===== config.mk =====
export PLATFORM = sky130hd
export DESIGN_NAME = texture_span_segmenter_top
export DESIGN_NICKNAME = d
export VERILOG_FILES = /design/src/rtl/tss_pkg.sv /design/src/rtl/texture_span_segmenter_top.sv
export SDC_FILE = /design/constraint.sdc
export NUM_CORES = 2
export LEC_CHECK = 0
export BUFFER_PORTS_ARGS = -buffer_cell sky130_fd_sc_hd__buf_2
export CORE_ASPECT_RATIO = 0.75
export CORE_UTILIZATION = 40
export CTS_CLUSTER_DIAMETER = 200
export DETAILED_ROUTE_END_ITERATION = 10
export PLACE_DENSITY = 0.56
export SLEW_MARGIN = 10
export SYNTH_ARGS = -nofsm -noshare
export SYNTH_HDL_FRONTEND = slang
export SYNTH_SLANG_ARGS = --single-unit
export TNS_END_PERCENT = 100

===== constraint.sdc =====
create_clock -name clk -period 34.1 [get_ports clk]
set_clock_uncertainty 0.15 [all_clocks]
set_input_delay 3.41 -clock clk [delete_from_list [all_inputs] [get_ports clk]]
set_output_delay 3.41 -clock clk [all_outputs]
set_load 0.01 [all_outputs]

===== src/rtl/tss_pkg.sv =====
// ----------------------------------------------------------------------------
// tss_pkg
// Shared constants, pipeline types and the divider step for the texture span
// segmenter.
// ----------------------------------------------------------------------------
`default_nettype none

package tss_pkg;

    localparam int COORD_BITS       = 12;
    localparam int TEXTURE_DIM_BITS = 10;

    localparam int SPAN_W       = 16;
    localparam int CALC_W       = SPAN_W + 2;
    localparam int TEXCFG_W     = 11;
    localparam int BPP_W        = 6;
    localparam int CFG_DATA_W   = 16;
    localparam int CFG_INDEX_W  = 3;
    localparam int TEX_MAX      = 1 << TEXTURE_DIM_BITS;
    localparam int SEG_COUNT    = 3;
    localparam int BITS_PER_BYTE = 8;
    localparam int BYTE_SHIFT   = $clog2(BITS_PER_BYTE);
    localparam int BYTE_W       = TEXTURE_DIM_BITS + 3;

    localparam int STEPS_PER_STAGE = 2;
    localparam int DIV_STAGES = (COORD_BITS + 1 + STEPS_PER_STAGE - 1) / STEPS_PER_STAGE;
    localparam int DIV_W      = DIV_STAGES * STEPS_PER_STAGE;

    typedef enum logic [CFG_INDEX_W-1:0] {
        CFG_CLIP_LEFT      = 3'd0,
        CFG_CLIP_RIGHT     = 3'd1,
        CFG_CLIP_TOP       = 3'd2,
        CFG_CLIP_BOTTOM    = 3'd3,
        CFG_TEXTURE_WIDTH  = 3'd4,
        CFG_TEXTURE_HEIGHT = 3'd5,
        CFG_CANVAS_BPP     = 3'd6,
        CFG_TEXTURE_BPP    = 3'd7
    } cfg_index_t;

    typedef logic [COORD_BITS-1:0]       coord_t;
    typedef logic [COORD_BITS:0]         ext_t;
    typedef logic [TEXTURE_DIM_BITS-1:0] tex_t;
    typedef logic [TEXTURE_DIM_BITS:0]   texdim_t;
    typedef logic signed [CALC_W-1:0]    calc_t;
    typedef logic [DIV_W-1:0]            div_word_t;

    typedef struct packed {
        logic   ok;
        calc_t  x;
        calc_t  hi;
        coord_t row;
    } pre_stage_t;

    typedef struct packed {
        logic   ok;
        coord_t lo;
        ext_t   end_x;
        ext_t   wcl;
        coord_t row;
    } clip_stage_t;

    typedef struct packed {
        tex_t      rem;
        div_word_t dvd;
        div_word_t q;
    } div_lane_t;

    typedef struct packed {
        logic      ok;
        coord_t    lo;
        ext_t      end_x;
        ext_t      wcl;
        coord_t    row;
        div_lane_t lane_x;
        div_lane_t lane_e;
        div_lane_t lane_y;
    } div_stage_t;

    typedef struct packed {
        logic    ok;
        logic    has_head;
        coord_t  lo;
        ext_t    wcl;
        coord_t  row;
        tex_t    ix;
        tex_t    iy;
        texdim_t ww;
        ext_t    cnt;
        coord_t  mid_x;
        coord_t  tail_x;
        tex_t    tail_pc;
    } plan_stage_t;

    typedef struct packed {
        coord_t  dest_x;
        tex_t    src_x;
        texdim_t pc;
        ext_t    rep;
    } seg_t;

    typedef struct packed {
        seg_t [SEG_COUNT-1:0] seg;
        coord_t               row;
        tex_t                 src_row;
    } item_t;

    // Restoring division, a fixed number of quotient bits per call.
    function automatic div_lane_t div_step(div_lane_t a, texdim_t d);
        div_lane_t r;
        texdim_t   sh;
        r = a;
        for (int i = 0; i < STEPS_PER_STAGE; i++)
        begin
            sh    = {r.rem, r.dvd[DIV_W-1]};
            r.dvd = {r.dvd[DIV_W-2:0], 1'b0};
            if (sh >= d)
            begin
                r.rem = tex_t'(sh - d);
                r.q   = {r.q[DIV_W-2:0], 1'b1};
            end
            else
            begin
                r.rem = sh[TEXTURE_DIM_BITS-1:0];
                r.q   = {r.q[DIV_W-2:0], 1'b0};
            end
        end
        return r;
    endfunction

endpackage

`default_nettype wire


===== src/rtl/texture_span_segmenter_top.sv =====
// ----------------------------------------------------------------------------
// texture_span_segmenter_top
// Clips a span request to the clip window and splits it into head, repeated
// full texture row and tail copy commands for a tiled texture blitter.
// ----------------------------------------------------------------------------
//  channel   handshake             payload
//  cfg       cfg_valid/cfg_ready   cfg_index, cfg_data
//  in        in_valid/in_ready     span_x, span_y, span_width
//  out       out_valid/out_ready   dest_x .. byte_count, last
//
// An item passes DIV_STAGES + 6 register stages (13 by default) before its
// first result; the divider depth, two quotient bits per stage, sets this.
// One item enters per cycle unless the pipeline stalls; an item with k results
// holds the emitter until it has sent all k, as a head, body and tail do.
// Reset clears the valid bits and sets config defaults; no flush is needed.
// The pipeline holds while a planned item waits for the emitter to free up.
// ----------------------------------------------------------------------------
`default_nettype none

module texture_span_segmenter_top (
    input  logic                                  clk,
    input  logic                                  rst_n,

    input  logic                                  cfg_valid,
    output logic                                  cfg_ready,
    input  logic [tss_pkg::CFG_INDEX_W-1:0]       cfg_index,
    input  logic [tss_pkg::CFG_DATA_W-1:0]        cfg_data,

    input  logic                                  in_valid,
    output logic                                  in_ready,
    input  logic signed [tss_pkg::SPAN_W-1:0]     span_x,
    input  logic signed [tss_pkg::SPAN_W-1:0]     span_y,
    input  logic signed [tss_pkg::SPAN_W-1:0]     span_width,

    output logic                                  out_valid,
    input  logic                                  out_ready,
    output logic [tss_pkg::COORD_BITS-1:0]        dest_x,
    output logic [tss_pkg::COORD_BITS-1:0]        dest_y,
    output logic [tss_pkg::TEXTURE_DIM_BITS-1:0]  src_x,
    output logic [tss_pkg::TEXTURE_DIM_BITS-1:0]  src_y,
    output logic [tss_pkg::TEXTURE_DIM_BITS:0]    pixel_count,
    output logic [tss_pkg::COORD_BITS:0]          repeat_count,
    output logic [tss_pkg::BYTE_W-1:0]            byte_count,
    output logic                                  last
);

    localparam int C  = tss_pkg::COORD_BITS;
    localparam int T  = tss_pkg::TEXTURE_DIM_BITS;
    localparam int DS = tss_pkg::DIV_STAGES;
    localparam int SN = tss_pkg::SEG_COUNT;

    function automatic tss_pkg::texdim_t tex_dim(logic [tss_pkg::TEXCFG_W-1:0] v);
        tss_pkg::texdim_t d;
        if (v == '0)
            d = tss_pkg::texdim_t'(1);
        else if (32'(v) > 32'(tss_pkg::TEX_MAX))
            d = tss_pkg::texdim_t'(tss_pkg::TEX_MAX);
        else
            d = tss_pkg::texdim_t'(v);
        return d;
    endfunction

    tss_pkg::coord_t               clip_left_reg;
    tss_pkg::coord_t               clip_right_reg;
    tss_pkg::coord_t               clip_top_reg;
    tss_pkg::coord_t               clip_bottom_reg;
    logic [tss_pkg::TEXCFG_W-1:0]  texture_width_reg;
    logic [tss_pkg::TEXCFG_W-1:0]  texture_height_reg;
    logic [tss_pkg::BPP_W-1:0]     canvas_bpp_reg;
    logic [tss_pkg::BPP_W-1:0]     texture_bpp_reg;

    tss_pkg::texdim_t tw;
    tss_pkg::texdim_t th;

    logic                          adv;

    logic                          in_vld_reg;
    logic signed [tss_pkg::SPAN_W-1:0] in_x_reg;
    logic signed [tss_pkg::SPAN_W-1:0] in_y_reg;
    logic signed [tss_pkg::SPAN_W-1:0] in_w_reg;

    logic                          pre_vld_reg;
    tss_pkg::pre_stage_t           pre_reg;
    tss_pkg::pre_stage_t           pre_next;

    logic                          clip_vld_reg;
    tss_pkg::clip_stage_t          clip_reg;
    tss_pkg::clip_stage_t          clip_next;

    logic                          div_vld_reg [DS];
    tss_pkg::div_stage_t           div_reg     [DS];
    tss_pkg::div_stage_t           div_in      [DS];
    tss_pkg::div_stage_t           div_next    [DS];

    logic                          plan_vld_reg;
    tss_pkg::plan_stage_t          plan_reg;
    tss_pkg::plan_stage_t          plan_next;

    logic [SN-1:0]                 item_mask_reg;
    logic [SN-1:0]                 item_mask_next;
    tss_pkg::item_t                item_reg;
    tss_pkg::item_t                item_next;

    logic [1:0]                    sel;
    logic [SN-1:0]                 rest;
    tss_pkg::seg_t                 cur;
    logic                          out_load;
    logic                          seg_free;
    logic [T+tss_pkg::BPP_W:0]     prod;

    logic                          out_valid_reg;
    tss_pkg::coord_t               dest_x_reg;
    tss_pkg::coord_t               dest_y_reg;
    tss_pkg::tex_t                 src_x_reg;
    tss_pkg::tex_t                 src_y_reg;
    tss_pkg::texdim_t              pixel_count_reg;
    tss_pkg::ext_t                 repeat_count_reg;
    logic [tss_pkg::BYTE_W-1:0]    byte_count_reg;
    logic                          last_reg;

    assign cfg_ready = 1'b1;

    always_ff @(posedge clk or negedge rst_n)
    begin
        if (!rst_n)
        begin
            clip_left_reg      <= '0;
            clip_right_reg     <= '1;
            clip_top_reg       <= '0;
            clip_bottom_reg    <= '1;
            texture_width_reg  <= tss_pkg::TEXCFG_W'(1);
            texture_height_reg <= tss_pkg::TEXCFG_W'(1);
            canvas_bpp_reg     <= tss_pkg::BPP_W'(16);
            texture_bpp_reg    <= tss_pkg::BPP_W'(16);
        end
        else if (cfg_valid)
        begin
            case (tss_pkg::cfg_index_t'(cfg_index))
                tss_pkg::CFG_CLIP_LEFT:      clip_left_reg      <= cfg_data[C-1:0];
                tss_pkg::CFG_CLIP_RIGHT:     clip_right_reg     <= cfg_data[C-1:0];
                tss_pkg::CFG_CLIP_TOP:       clip_top_reg       <= cfg_data[C-1:0];
                tss_pkg::CFG_CLIP_BOTTOM:    clip_bottom_reg    <= cfg_data[C-1:0];
                tss_pkg::CFG_TEXTURE_WIDTH:
                    texture_width_reg  <= cfg_data[tss_pkg::TEXCFG_W-1:0];
                tss_pkg::CFG_TEXTURE_HEIGHT:
                    texture_height_reg <= cfg_data[tss_pkg::TEXCFG_W-1:0];
                tss_pkg::CFG_CANVAS_BPP:     canvas_bpp_reg  <= cfg_data[tss_pkg::BPP_W-1:0];
                tss_pkg::CFG_TEXTURE_BPP:    texture_bpp_reg <= cfg_data[tss_pkg::BPP_W-1:0];
                default:
                begin
                end
            endcase
        end
    end

    assign tw = tex_dim(texture_width_reg);
    assign th = tex_dim(texture_height_reg);

    // Span end, empty and bpp checks and row window.
    always_comb
    begin
        tss_pkg::calc_t x_ext;
        tss_pkg::calc_t y_ext;
        tss_pkg::calc_t w_ext;
        tss_pkg::calc_t top_ext;
        tss_pkg::calc_t bot_ext;
        x_ext   = tss_pkg::CALC_W'(in_x_reg);
        y_ext   = tss_pkg::CALC_W'(in_y_reg);
        w_ext   = tss_pkg::CALC_W'(in_w_reg);
        top_ext = $signed({{(tss_pkg::CALC_W-C){1'b0}}, clip_top_reg});
        bot_ext = $signed({{(tss_pkg::CALC_W-C){1'b0}}, clip_bottom_reg});
        pre_next.x   = x_ext;
        pre_next.hi  = x_ext + w_ext - tss_pkg::calc_t'(1);
        pre_next.row = y_ext[C-1:0];
        pre_next.ok  = (w_ext > tss_pkg::calc_t'(0)) && (canvas_bpp_reg == texture_bpp_reg)
                       && (y_ext >= top_ext) && (y_ext <= bot_ext);
    end

    // Horizontal clip.
    always_comb
    begin
        tss_pkg::calc_t cl_ext;
        tss_pkg::calc_t cr_ext;
        tss_pkg::calc_t lo_c;
        tss_pkg::calc_t hi_c;
        tss_pkg::calc_t end_c;
        tss_pkg::calc_t wcl_c;
        cl_ext = $signed({{(tss_pkg::CALC_W-C){1'b0}}, clip_left_reg});
        cr_ext = $signed({{(tss_pkg::CALC_W-C){1'b0}}, clip_right_reg});
        lo_c   = (pre_reg.x < cl_ext) ? cl_ext : pre_reg.x;
        hi_c   = (pre_reg.hi > cr_ext) ? cr_ext : pre_reg.hi;
        end_c  = hi_c + tss_pkg::calc_t'(1);
        wcl_c  = end_c - lo_c;
        clip_next.ok    = pre_reg.ok && (lo_c <= hi_c);
        clip_next.lo    = lo_c[C-1:0];
        clip_next.end_x = end_c[C:0];
        clip_next.wcl   = wcl_c[C:0];
        clip_next.row   = pre_reg.row;
    end

    // Three dividers in lockstep: start column, end column and row.
    always_comb
    begin
        div_in[0].ok         = clip_reg.ok;
        div_in[0].lo         = clip_reg.lo;
        div_in[0].end_x      = clip_reg.end_x;
        div_in[0].wcl        = clip_reg.wcl;
        div_in[0].row        = clip_reg.row;
        div_in[0].lane_x.rem = '0;
        div_in[0].lane_x.dvd = tss_pkg::DIV_W'(clip_reg.lo);
        div_in[0].lane_x.q   = '0;
        div_in[0].lane_e.rem = '0;
        div_in[0].lane_e.dvd = tss_pkg::DIV_W'(clip_reg.end_x);
        div_in[0].lane_e.q   = '0;
        div_in[0].lane_y.rem = '0;
        div_in[0].lane_y.dvd = tss_pkg::DIV_W'(clip_reg.row);
        div_in[0].lane_y.q   = '0;
        for (int k = 1; k < DS; k++)
            div_in[k] = div_reg[k-1];
        for (int k = 0; k < DS; k++)
        begin
            div_next[k]        = div_in[k];
            div_next[k].lane_x = tss_pkg::div_step(div_in[k].lane_x, tw);
            div_next[k].lane_e = tss_pkg::div_step(div_in[k].lane_e, tw);
            div_next[k].lane_y = tss_pkg::div_step(div_in[k].lane_y, th);
        end
    end

    // Segment geometry from quotients and remainders.
    always_comb
    begin
        tss_pkg::div_word_t q_diff;
        tss_pkg::div_stage_t dl;
        dl = div_reg[DS-1];
        plan_next.ok       = dl.ok;
        plan_next.lo       = dl.lo;
        plan_next.wcl      = dl.wcl;
        plan_next.row      = dl.row;
        plan_next.ix       = dl.lane_x.rem;
        plan_next.iy       = dl.lane_y.rem;
        plan_next.tail_pc  = dl.lane_e.rem;
        plan_next.has_head = (dl.lane_x.rem != '0);
        plan_next.ww       = tw - tss_pkg::texdim_t'(dl.lane_x.rem);
        q_diff             = dl.lane_e.q - dl.lane_x.q
                             - tss_pkg::DIV_W'(plan_next.has_head);
        plan_next.cnt      = q_diff[C:0];
        plan_next.mid_x    = plan_next.has_head
                             ? tss_pkg::coord_t'(dl.lo + tss_pkg::coord_t'(plan_next.ww))
                             : dl.lo;
        plan_next.tail_x   = tss_pkg::coord_t'(dl.end_x - tss_pkg::ext_t'(dl.lane_e.rem));
    end

    // Build the up to three commands of one item.
    always_comb
    begin
        logic fits;
        fits = 32'(plan_reg.ww) >= 32'(plan_reg.wcl);
        item_next.row        = plan_reg.row;
        item_next.src_row    = plan_reg.iy;
        item_next.seg[0].dest_x = plan_reg.lo;
        item_next.seg[0].src_x  = plan_reg.ix;
        item_next.seg[0].pc     = fits ? tss_pkg::texdim_t'(plan_reg.wcl) : plan_reg.ww;
        item_next.seg[0].rep    = tss_pkg::ext_t'(1);
        item_next.seg[1].dest_x = plan_reg.mid_x;
        item_next.seg[1].src_x  = '0;
        item_next.seg[1].pc     = tw;
        item_next.seg[1].rep    = plan_reg.cnt;
        item_next.seg[2].dest_x = plan_reg.tail_x;
        item_next.seg[2].src_x  = '0;
        item_next.seg[2].pc     = tss_pkg::texdim_t'(plan_reg.tail_pc);
        item_next.seg[2].rep    = tss_pkg::ext_t'(1);
        if (!plan_reg.ok)
            item_mask_next = '0;
        else if (fits)
            item_mask_next = SN'(1);
        else
            item_mask_next = {plan_reg.tail_pc != '0, plan_reg.cnt != '0, plan_reg.has_head};
    end

    // Emitter: one command per cycle from the held item, unless the output stalls.
    always_comb
    begin
        if (item_mask_reg[0])
            sel = 2'd0;
        else if (item_mask_reg[1])
            sel = 2'd1;
        else
            sel = 2'd2;
        rest     = item_mask_reg & (item_mask_reg - SN'(1));
        cur      = item_reg.seg[sel];
        out_load = (item_mask_reg != '0) && (!out_valid_reg || out_ready);
        seg_free = (item_mask_reg == '0) || (out_load && (rest == '0));
        adv      = !plan_vld_reg || seg_free;
        prod     = cur.pc * canvas_bpp_reg;
    end

    assign in_ready = adv;

    always_ff @(posedge clk or negedge rst_n)
    begin
        if (!rst_n)
        begin
            in_vld_reg   <= 1'b0;
            pre_vld_reg  <= 1'b0;
            clip_vld_reg <= 1'b0;
            for (int k = 0; k < DS; k++)
                div_vld_reg[k] <= 1'b0;
            plan_vld_reg <= 1'b0;
        end
        else if (adv)
        begin
            in_vld_reg     <= in_valid;
            pre_vld_reg    <= in_vld_reg;
            clip_vld_reg   <= pre_vld_reg;
            div_vld_reg[0] <= clip_vld_reg;
            for (int k = 1; k < DS; k++)
                div_vld_reg[k] <= div_vld_reg[k-1];
            plan_vld_reg   <= div_vld_reg[DS-1];
        end
    end

    always_ff @(posedge clk)
    begin
        if (adv)
        begin
            in_x_reg <= span_x;
            in_y_reg <= span_y;
            in_w_reg <= span_width;
            pre_reg  <= pre_next;
            clip_reg <= clip_next;
            for (int k = 0; k < DS; k++)
                div_reg[k] <= div_next[k];
            plan_reg <= plan_next;
        end
    end

    always_ff @(posedge clk or negedge rst_n)
    begin
        if (!rst_n)
            item_mask_reg <= '0;
        else if (seg_free)
            item_mask_reg <= plan_vld_reg ? item_mask_next : '0;
        else if (out_load)
            item_mask_reg <= rest;
    end

    always_ff @(posedge clk)
    begin
        if (seg_free && plan_vld_reg)
            item_reg <= item_next;
    end

    always_ff @(posedge clk or negedge rst_n)
    begin
        if (!rst_n)
            out_valid_reg <= 1'b0;
        else if (out_load)
            out_valid_reg <= 1'b1;
        else if (out_ready)
            out_valid_reg <= 1'b0;
    end

    always_ff @(posedge clk)
    begin
        if (out_load)
        begin
            dest_x_reg       <= cur.dest_x;
            dest_y_reg       <= item_reg.row;
            src_x_reg        <= cur.src_x;
            src_y_reg        <= item_reg.src_row;
            pixel_count_reg  <= cur.pc;
            repeat_count_reg <= cur.rep;
            byte_count_reg   <= prod[tss_pkg::BYTE_SHIFT +: tss_pkg::BYTE_W];
            last_reg         <= (rest == '0);
        end
    end

    assign out_valid    = out_valid_reg;
    assign dest_x       = dest_x_reg;
    assign dest_y       = dest_y_reg;
    assign src_x        = src_x_reg;
    assign src_y        = src_y_reg;
    assign pixel_count  = pixel_count_reg;
    assign repeat_count = repeat_count_reg;
    assign byte_count   = byte_count_reg;
    assign last         = last_reg;

    a_more_follows: assert property (@(posedge clk) disable iff (!rst_n)
        out_valid && out_ready && !last |=> out_valid)
        else $error("a non-final command was not followed by another");

    a_item_pending: assert property (@(posedge clk) disable iff (!rst_n)
        out_valid && !last |-> item_mask_reg != '0)
        else $error("emitter lost the remaining commands of an item");

    a_plan_holds: assert property (@(posedge clk) disable iff (!rst_n)
        plan_vld_reg && !in_ready |=> plan_vld_reg && $stable(plan_reg))
        else $error("pipeline moved during a stall");

    a_nonzero_cmd: assert property (@(posedge clk) disable iff (!rst_n)
        out_valid |-> (pixel_count != '0) && (repeat_count != '0))
        else $error("command with no pixels or no repetitions");

endmodule

`default_nettype wire


# --- Word level (Yosys, flattened, before mapping) ---
# Memories as Yosys holds them, arrays and structs flattened.
# Index checks and enable logic that the tools add are counted.
word_totals:
  in_bits: 72
  mem_bits_rw: 1113
  n_memories: 1
  ff_bits: 555
op_classes:
  mul: 1
  n_lt_le_gt_ge: 51
  n_eq_ne: 8
  n_reduce_logical: 31
  bitwise: 1
  n_mux: 103
  add_sub_neg: 51
memory_table:
  columns: ["name", "words", "word_bits", "rd", "rd_ports_with_merged_regs", "write_ports", "line", "rtl"]
  rows:
  - ["div_reg", 7, 159, 7, 0, 7, "texture_span_segmenter_top.sv:91", "tss_pkg::div_stage_t div_reg [DS];"]
op_table:
  columns: ["op", "count"]
  rows:
  - ["greater-or-equal comparator 11 bit", 39]
  - ["two-way mux 10 bit", 41]
  - ["subtractor 10 bit", 39]
  - ["binary-select mux 46 bit (select 2 bit)", 1]
  - ["two-way mux 11 bit", 5]
  - ["two-way mux 46 bit", 1]
  - ["two-way mux 1 bit", 45]
  - ["two-way mux 18 bit", 2]
  - ["subtractor 13 bit", 2]
  - ["greater-or-equal comparator 1 x 11 -> 1 bit (first input constant)", 2]
  - ["> comparator 11 bit (second input constant)", 2]
  - ["logical NOT 11 bit", 2]
  - ["nonzero test 10 bit", 2]
  - ["subtractor 1 x 10 -> 10 bit (first input constant)", 2]
  - ["> comparator 18 x 13 -> 1 bit", 1]
  - ["<= comparator 18 bit", 1]
  - ["subtractor 17 x 2 -> 18 bit (second input constant)", 1]
  - ["adder 16 x 16 -> 17 bit", 1]
  - ["greater-or-equal comparator 16 x 13 -> 1 bit", 1]
  - ["> comparator 16 x 1 -> 1 bit (second input constant)", 1]
  - ["<= comparator 16 x 13 -> 1 bit", 1]
  - ["less-than comparator 16 x 13 -> 1 bit", 1]
  - ["multiplier 11 x 6 -> 16 bit", 1]
  - ["AND reduction 2 bit", 8]
  - ["23 further kinds", 44]

# --- Depth between registers and ports, before layout ---
logic_depth:
  word_depth: 8
  depth_mapped: 25
  mapped_depth_nobuf: 23

# --- Worst setup path before layout ---
# Ideal clock, no wire load.
synth_path:
  kind: "input -> register"
  startpoint: "input port out_ready"
  endpoint: "register clip_vld_reg"
  required_time_ns: 33.766
  slack_ns: 1.218
  arrival_ns: 32.549
  setup_time_ns: 0.184
  path_stages: 7
  n_path_buf: 1
  path_cell_list: "nor2b_1 > maj3_1 > o21ai_0 > inv_1 > nand2_1 > clkbuf_1 > mux2_2"
synth_between:
  elab_chain_cells: 5
synth_lines:
  columns: ["item", "line", "rtl"]
  rows:
  - ["from (decl)", "texture_span_segmenter_top.sv:36", "input logic out_ready,"]
  - ["logical OR 1 bit", "texture_span_segmenter_top.sv:291", "out_load = (item_mask_reg != '0) && (!out_valid_reg || out_ready);"]
  - ["logical AND 1 bit", "texture_span_segmenter_top.sv:291", null]
  - ["logical AND 1 bit", "texture_span_segmenter_top.sv:292", "seg_free = (item_mask_reg == '0) || (out_load && (rest == '0));"]
  - ["logical OR 1 bit", "texture_span_segmenter_top.sv:292", null]
  - ["logical OR 1 bit", "texture_span_segmenter_top.sv:293", "adv = !plan_vld_reg || seg_free;"]
  - ["via in_ready", "texture_span_segmenter_top.sv:30", "output logic in_ready,"]
  - ["to (signal assigned)", "texture_span_segmenter_top.sv:314", "clip_vld_reg <= pre_vld_reg;"]
  - ["to (decl)", "texture_span_segmenter_top.sv:86", "logic clip_vld_reg;"]
# The timed path passes the listed nets, and every way through them passes these cells.
# A chain may end at the register's enable or synchronous reset.

# --- Worst setup path in the final report ---
layout_path:
  startpoint: "input port out_ready"
  endpoint: "output port in_ready"
layout_between:
  elab_chain_cells: 5
layout_lines:
  columns: ["item", "line"]
  rows:
  - ["logical OR 1 bit", "texture_span_segmenter_top.sv:291"]
  - ["logical AND 1 bit", "texture_span_segmenter_top.sv:291"]
  - ["logical AND 1 bit", "texture_span_segmenter_top.sv:292"]
  - ["logical OR 1 bit", "texture_span_segmenter_top.sv:292"]
  - ["logical OR 1 bit", "texture_span_segmenter_top.sv:293"]
  - ["to (decl)", "texture_span_segmenter_top.sv:30"]
# Every way passes these cells.

==> tab_implementation.tex <==
\begin{tabular}{lr}
\hline
Metric & Value \\
\hline
\multicolumn{2}{l}{\textbf{Floorplan}} \\
\quad I/O pins & 157 \\
\quad Die Width & between 400 and 500 µm \\
\quad DIE HEIGHT & roughly 360 µm \\
\quad Total number of placement rows & around 130 \\
\quad Core area & between 0.15 and 0.2 mm² \\
\quad Effective utilization at floorplan & 40.4\% \\
\quad Full die area & 0.169 mm² \\
\multicolumn{2}{l}{\textbf{GRT}} \\
\quad Global-route congestion overflow total & 0 \\
\quad Global-route wire length before repair & 228 mm \\
\quad Pin count of the biggest net entering global routing & 93 \\
\quad Overall routing resource usage & 17.4\% \\
\quad Number of global-route vias before repair & between 30,000 and 40,000 \\
\quad Number of antenna violations at the first check in global routing & 5 \\
\multicolumn{2}{l}{\textbf{Timing}} \\
\quad Total negative slack for setup checks & 0 ns \\
\quad Number of failing setup endpoints in the final timing report & 0 \\
\quad Final clock period utilization by the worst path & a little over a quarter \\
\quad Slew at the pin closest to its max-slew limit & 1.11 ns \\
\quad Final count of hold timing violations & 0 \\
\quad Min Tclk post-route & 8.91 ns \\
\quad Max-slew headroom at the worst pin & around 26\% \\
\quad Max Freq & about 0.11 GHz \\
\quad Unrepaired setup endpoints after global routing & no \\
\quad Final-report max-slew violation count & 0 \\
\multicolumn{2}{l}{\textbf{Synth}} \\
\quad Most frequent cell after synthesis & sky130\_fd\_sc\_hd\_\_edfxtp\_1 \\
\quad Sequential-to-total area share from yosys stat & $\sim$54\% \\
\quad FF+latch count, synth & between 1,000 and 1,500 \\
\quad Dominant combinational cell family by area after synthesis & adder cells \\
\quad Library cell occupying the most area in the post-synthesis netlist & sky130\_fd\_sc\_hd\_\_edfxtp\_1 \\
\quad Multiplexer fraction of the synthesized cell area & 7.17\% \\
\quad Most area-consuming cells after synthesis & sky130\_fd\_sc\_hd\_\_edfxtp\_1 50\%, sky130\_fd\_sc\_hd\_\_ha\_1 12\%, sky130\_fd\_sc\_hd\_\_mux2\_2 5.7\% \\
\quad Netlist cell types & between 70 and 80 \\
\quad Compound-gate portion of the synthesized area & 9.09\% \\
\quad Prevailing post-synth register cell & sky130\_fd\_sc\_hd\_\_edfxtp\_1 \\
\quad Post-synthesis adder-cell area fraction & about 14\% \\
\quad Post-synth top area share & between 50\% and 60\% \\
\quad Xor-xnor portion of the synthesized cell area & just over 5\% \\
\quad Asr flop ratio synth & under 10\% \\
\quad Post-synth EDFFs & between 1,000 and 1,500 \\
\quad Avg Cell Area, Syn & approximately 13 µm² \\
\quad Post-synthesis simple-gate area fraction & 8.06\% \\
\quad Synthesis warning total & 0 \\
\quad Commonest cells post-synth & 1,116 x sky130\_fd\_sc\_hd\_\_edfxtp\_1, 618 x sky130\_fd\_sc\_hd\_\_ha\_1, 418 x sky130\_fd\_sc\_hd\_\_inv\_1 \\
\quad Synthesized cell area & approximately 0.067 mm² \\
\quad Count of mapped cells out of synthesis & roughly 5,300 \\
\multicolumn{2}{l}{\textbf{CTS}} \\
\quad Clock input transition at the sequential cells of the worst setup and hold paths & $\sim$0.06 ns \\
\quad Depth of the CTS H-tree & 4 \\
\quad Post-cts repair resize count & 0 \\
\quad Max Buffers Root-to-Sink & 3 \\
\quad Clock network latency to the later pin of the worst-skew pair & around 0.76 ns \\
\quad TritonCTS Buffers & 130 \\
\quad Total clock sinks & approximately 1,200 \\
\quad Hold buffer count at cts & 0 \\
\quad Post CTS Setup Buffer Count & 0 \\
\quad Root buf cell & sky130\_fd\_sc\_hd\_\_clkbuf\_16 \\
\quad CTS tree & done \\
\multicolumn{2}{l}{\textbf{Finish}} \\
\quad Number of nets in the layout & $\sim$6,400 \\
\quad Flip-flop count of the largest register, all copies and words added & 658 \\
\quad Fraction of layout cells with a size suffix above 1 & 15.0\% \\
\quad Area growth syn-to-layout & 12.4\% \\
\multicolumn{2}{l}{\textbf{Outcome}} \\
\quad Status & completed \\
\multicolumn{2}{l}{\textbf{Placement}} \\
\quad Quantity of I/O buffers inserted on ports & between 150 and 200 \\
\quad Post-DP HPWL & about 110 mm \\
\quad Routability congestion estimate from global placement & about 0.84 \\
\multicolumn{2}{l}{\textbf{Drt}} \\
\quad Remaining number of nets flagged by the antenna check after routing & 0 \\
\quad Average wire per cell in the routed design & around 18 µm \\
\quad Via count & $\sim$41,000 \\
\quad Drt total wl & around 150 mm \\
\quad DRC violation total after the first TritonRoute iteration & 2,938 \\
\quad Total iterations of the first detailed-routing run & 5 \\
\quad Number of DRC violations after detailed routing & 0 \\
\quad Post-detailed-route via-to-cell ratio & a little over 5 \\
\multicolumn{2}{l}{\textbf{Critical path}} \\
\quad Crit path max fanout & 32 \\
\quad Type of the worst setup path & in -> out \\
\quad Crit path capture type & output pin \\
\quad Worst endpoint data arrival time & approximately 5.4 ns \\
\quad Critical Path Start Type & primary input \\
\quad CP Data Required Time & between 30 and 40 ns \\
\multicolumn{2}{l}{\textbf{Flow run}} \\
\quad MaxCap Viol Count & 0 \\
\multicolumn{2}{l}{\textbf{Hold path}} \\
\quad Kind of path behind the tightest hold check & reg -> reg \\
\hline
\end{tabular}
## logic make-up after synthesis
family	Yosys count
XOR/XNOR	389
adder cells (fa/ha/maj)	699
flip-flops	1213
multiplexers	434
buffers and inverters	504
AO/OA/AOI/OAI	975
other	2
AND/OR/NAND/NOR	1097
## path summary, 6_finish.rpt
check	startpoint	to	slack, ns	cells after the start
max reg2reg	texture_width_reg[6]	div_reg[1][64]	26.29	23
min	div_reg[3][72]	div_reg[4][74]	0.23	0
max in group asynchronous	rst_n	clip_top_reg[1]	29.90	2
min in group asynchronous	rst_n	out_valid	2.42	1
max	out_ready	in_ready	25.19	8
min reg2reg	div_reg[3][72]	div_reg[4][74]	0.23	0
## per-stage QoR
| step | area, µm² | util [%] | hold WS (ns) | std cells | setup WS [ns] |
|---|---|---|---|---|---|
| final | 75200 | 45.5 | 0.227 | 7937 | 25.19 |
| after global routing | 75200 | 45.5 | 0.237 | 7936 | 25.07 |
| after CTS | 75200 | 45.5 | 0.222 | 7936 | 25.17 |
| after detailed placement | 70900 | 42.8 | 0.255 | 7702 | 24.98 |
| after global placement | 70900 | 42.8 | 0.250 | 7702 | 25.05 |
| after floorplan | 66900 | - | 0.250 | 5320 | 1.22 |
## final cells by class
type / instances / area [µm²]
clock buffers: 157 / 3480
well taps: 2227 / 2790
repair buffers: 236 / 1400
multi-input cells: 3603 / 29100
fillers: 14900 / 90200
clock inverters: 77 / 905
flip-flops and latches: 1213 / 36000
inverters: 423 / 1590
diodes: 1 / 2.50
## cells in the final DEF, fill, tap and decap left out, types with 20 or more instances in the layout
cell type and instances:
sky130_fd_sc_hd__a211oi_1 30, sky130_fd_sc_hd__a21o_1 151, sky130_fd_sc_hd__a21oi_1 298, sky130_fd_sc_hd__a31oi_1 37, sky130_fd_sc_hd__and2_1 65, sky130_fd_sc_hd__and3_1 27, sky130_fd_sc_hd__buf_2 150, sky130_fd_sc_hd__buf_4 86
sky130_fd_sc_hd__clkbuf_16 133, sky130_fd_sc_hd__clkinv_2 20, sky130_fd_sc_hd__dfrtp_1 68, sky130_fd_sc_hd__dfstp_2 28, sky130_fd_sc_hd__edfxtp_1 1116, sky130_fd_sc_hd__fa_1 80, sky130_fd_sc_hd__ha_1 618, sky130_fd_sc_hd__inv_1 417
sky130_fd_sc_hd__mux2_1 20, sky130_fd_sc_hd__mux2_2 340, sky130_fd_sc_hd__mux2i_1 74, sky130_fd_sc_hd__nand2_1 275, sky130_fd_sc_hd__nand2b_1 43, sky130_fd_sc_hd__nand3_1 86, sky130_fd_sc_hd__nand4_1 88, sky130_fd_sc_hd__nor2_1 240
sky130_fd_sc_hd__nor2b_1 87, sky130_fd_sc_hd__nor3_1 91, sky130_fd_sc_hd__nor4_1 22, sky130_fd_sc_hd__o21a_1 53, sky130_fd_sc_hd__o21ai_0 222, sky130_fd_sc_hd__o21ai_1 27, sky130_fd_sc_hd__o21bai_1 37, sky130_fd_sc_hd__or2_2 20
sky130_fd_sc_hd__xnor2_1 261, sky130_fd_sc_hd__xor2_1 128
## worst max-delay path, cell delays in order
cell,delay [ns]
sky130_fd_sc_hd__buf_2,0.08
sky130_fd_sc_hd__nor2b_1,0.04
sky130_fd_sc_hd__buf_4,0.17
sky130_fd_sc_hd__maj3_1,0.35
sky130_fd_sc_hd__o21ai_0,0.33
sky130_fd_sc_hd__inv_1,0.14
sky130_fd_sc_hd__nand2_4,0.42
sky130_fd_sc_hd__buf_2,0.38
## metal layers
layer,share of wire [%],vias up,GRT usage (%)
met2,41,760,25.0
met1,52,19400,26.7
met5,0,-,0
met3,4.5,195,2.81
met4,2.5,0,5.06
li1,-,20200,-
Power is left out: the tool's default activity adds up to more than one toggle a clock period on the data nets, which glitch-free logic cannot reach.
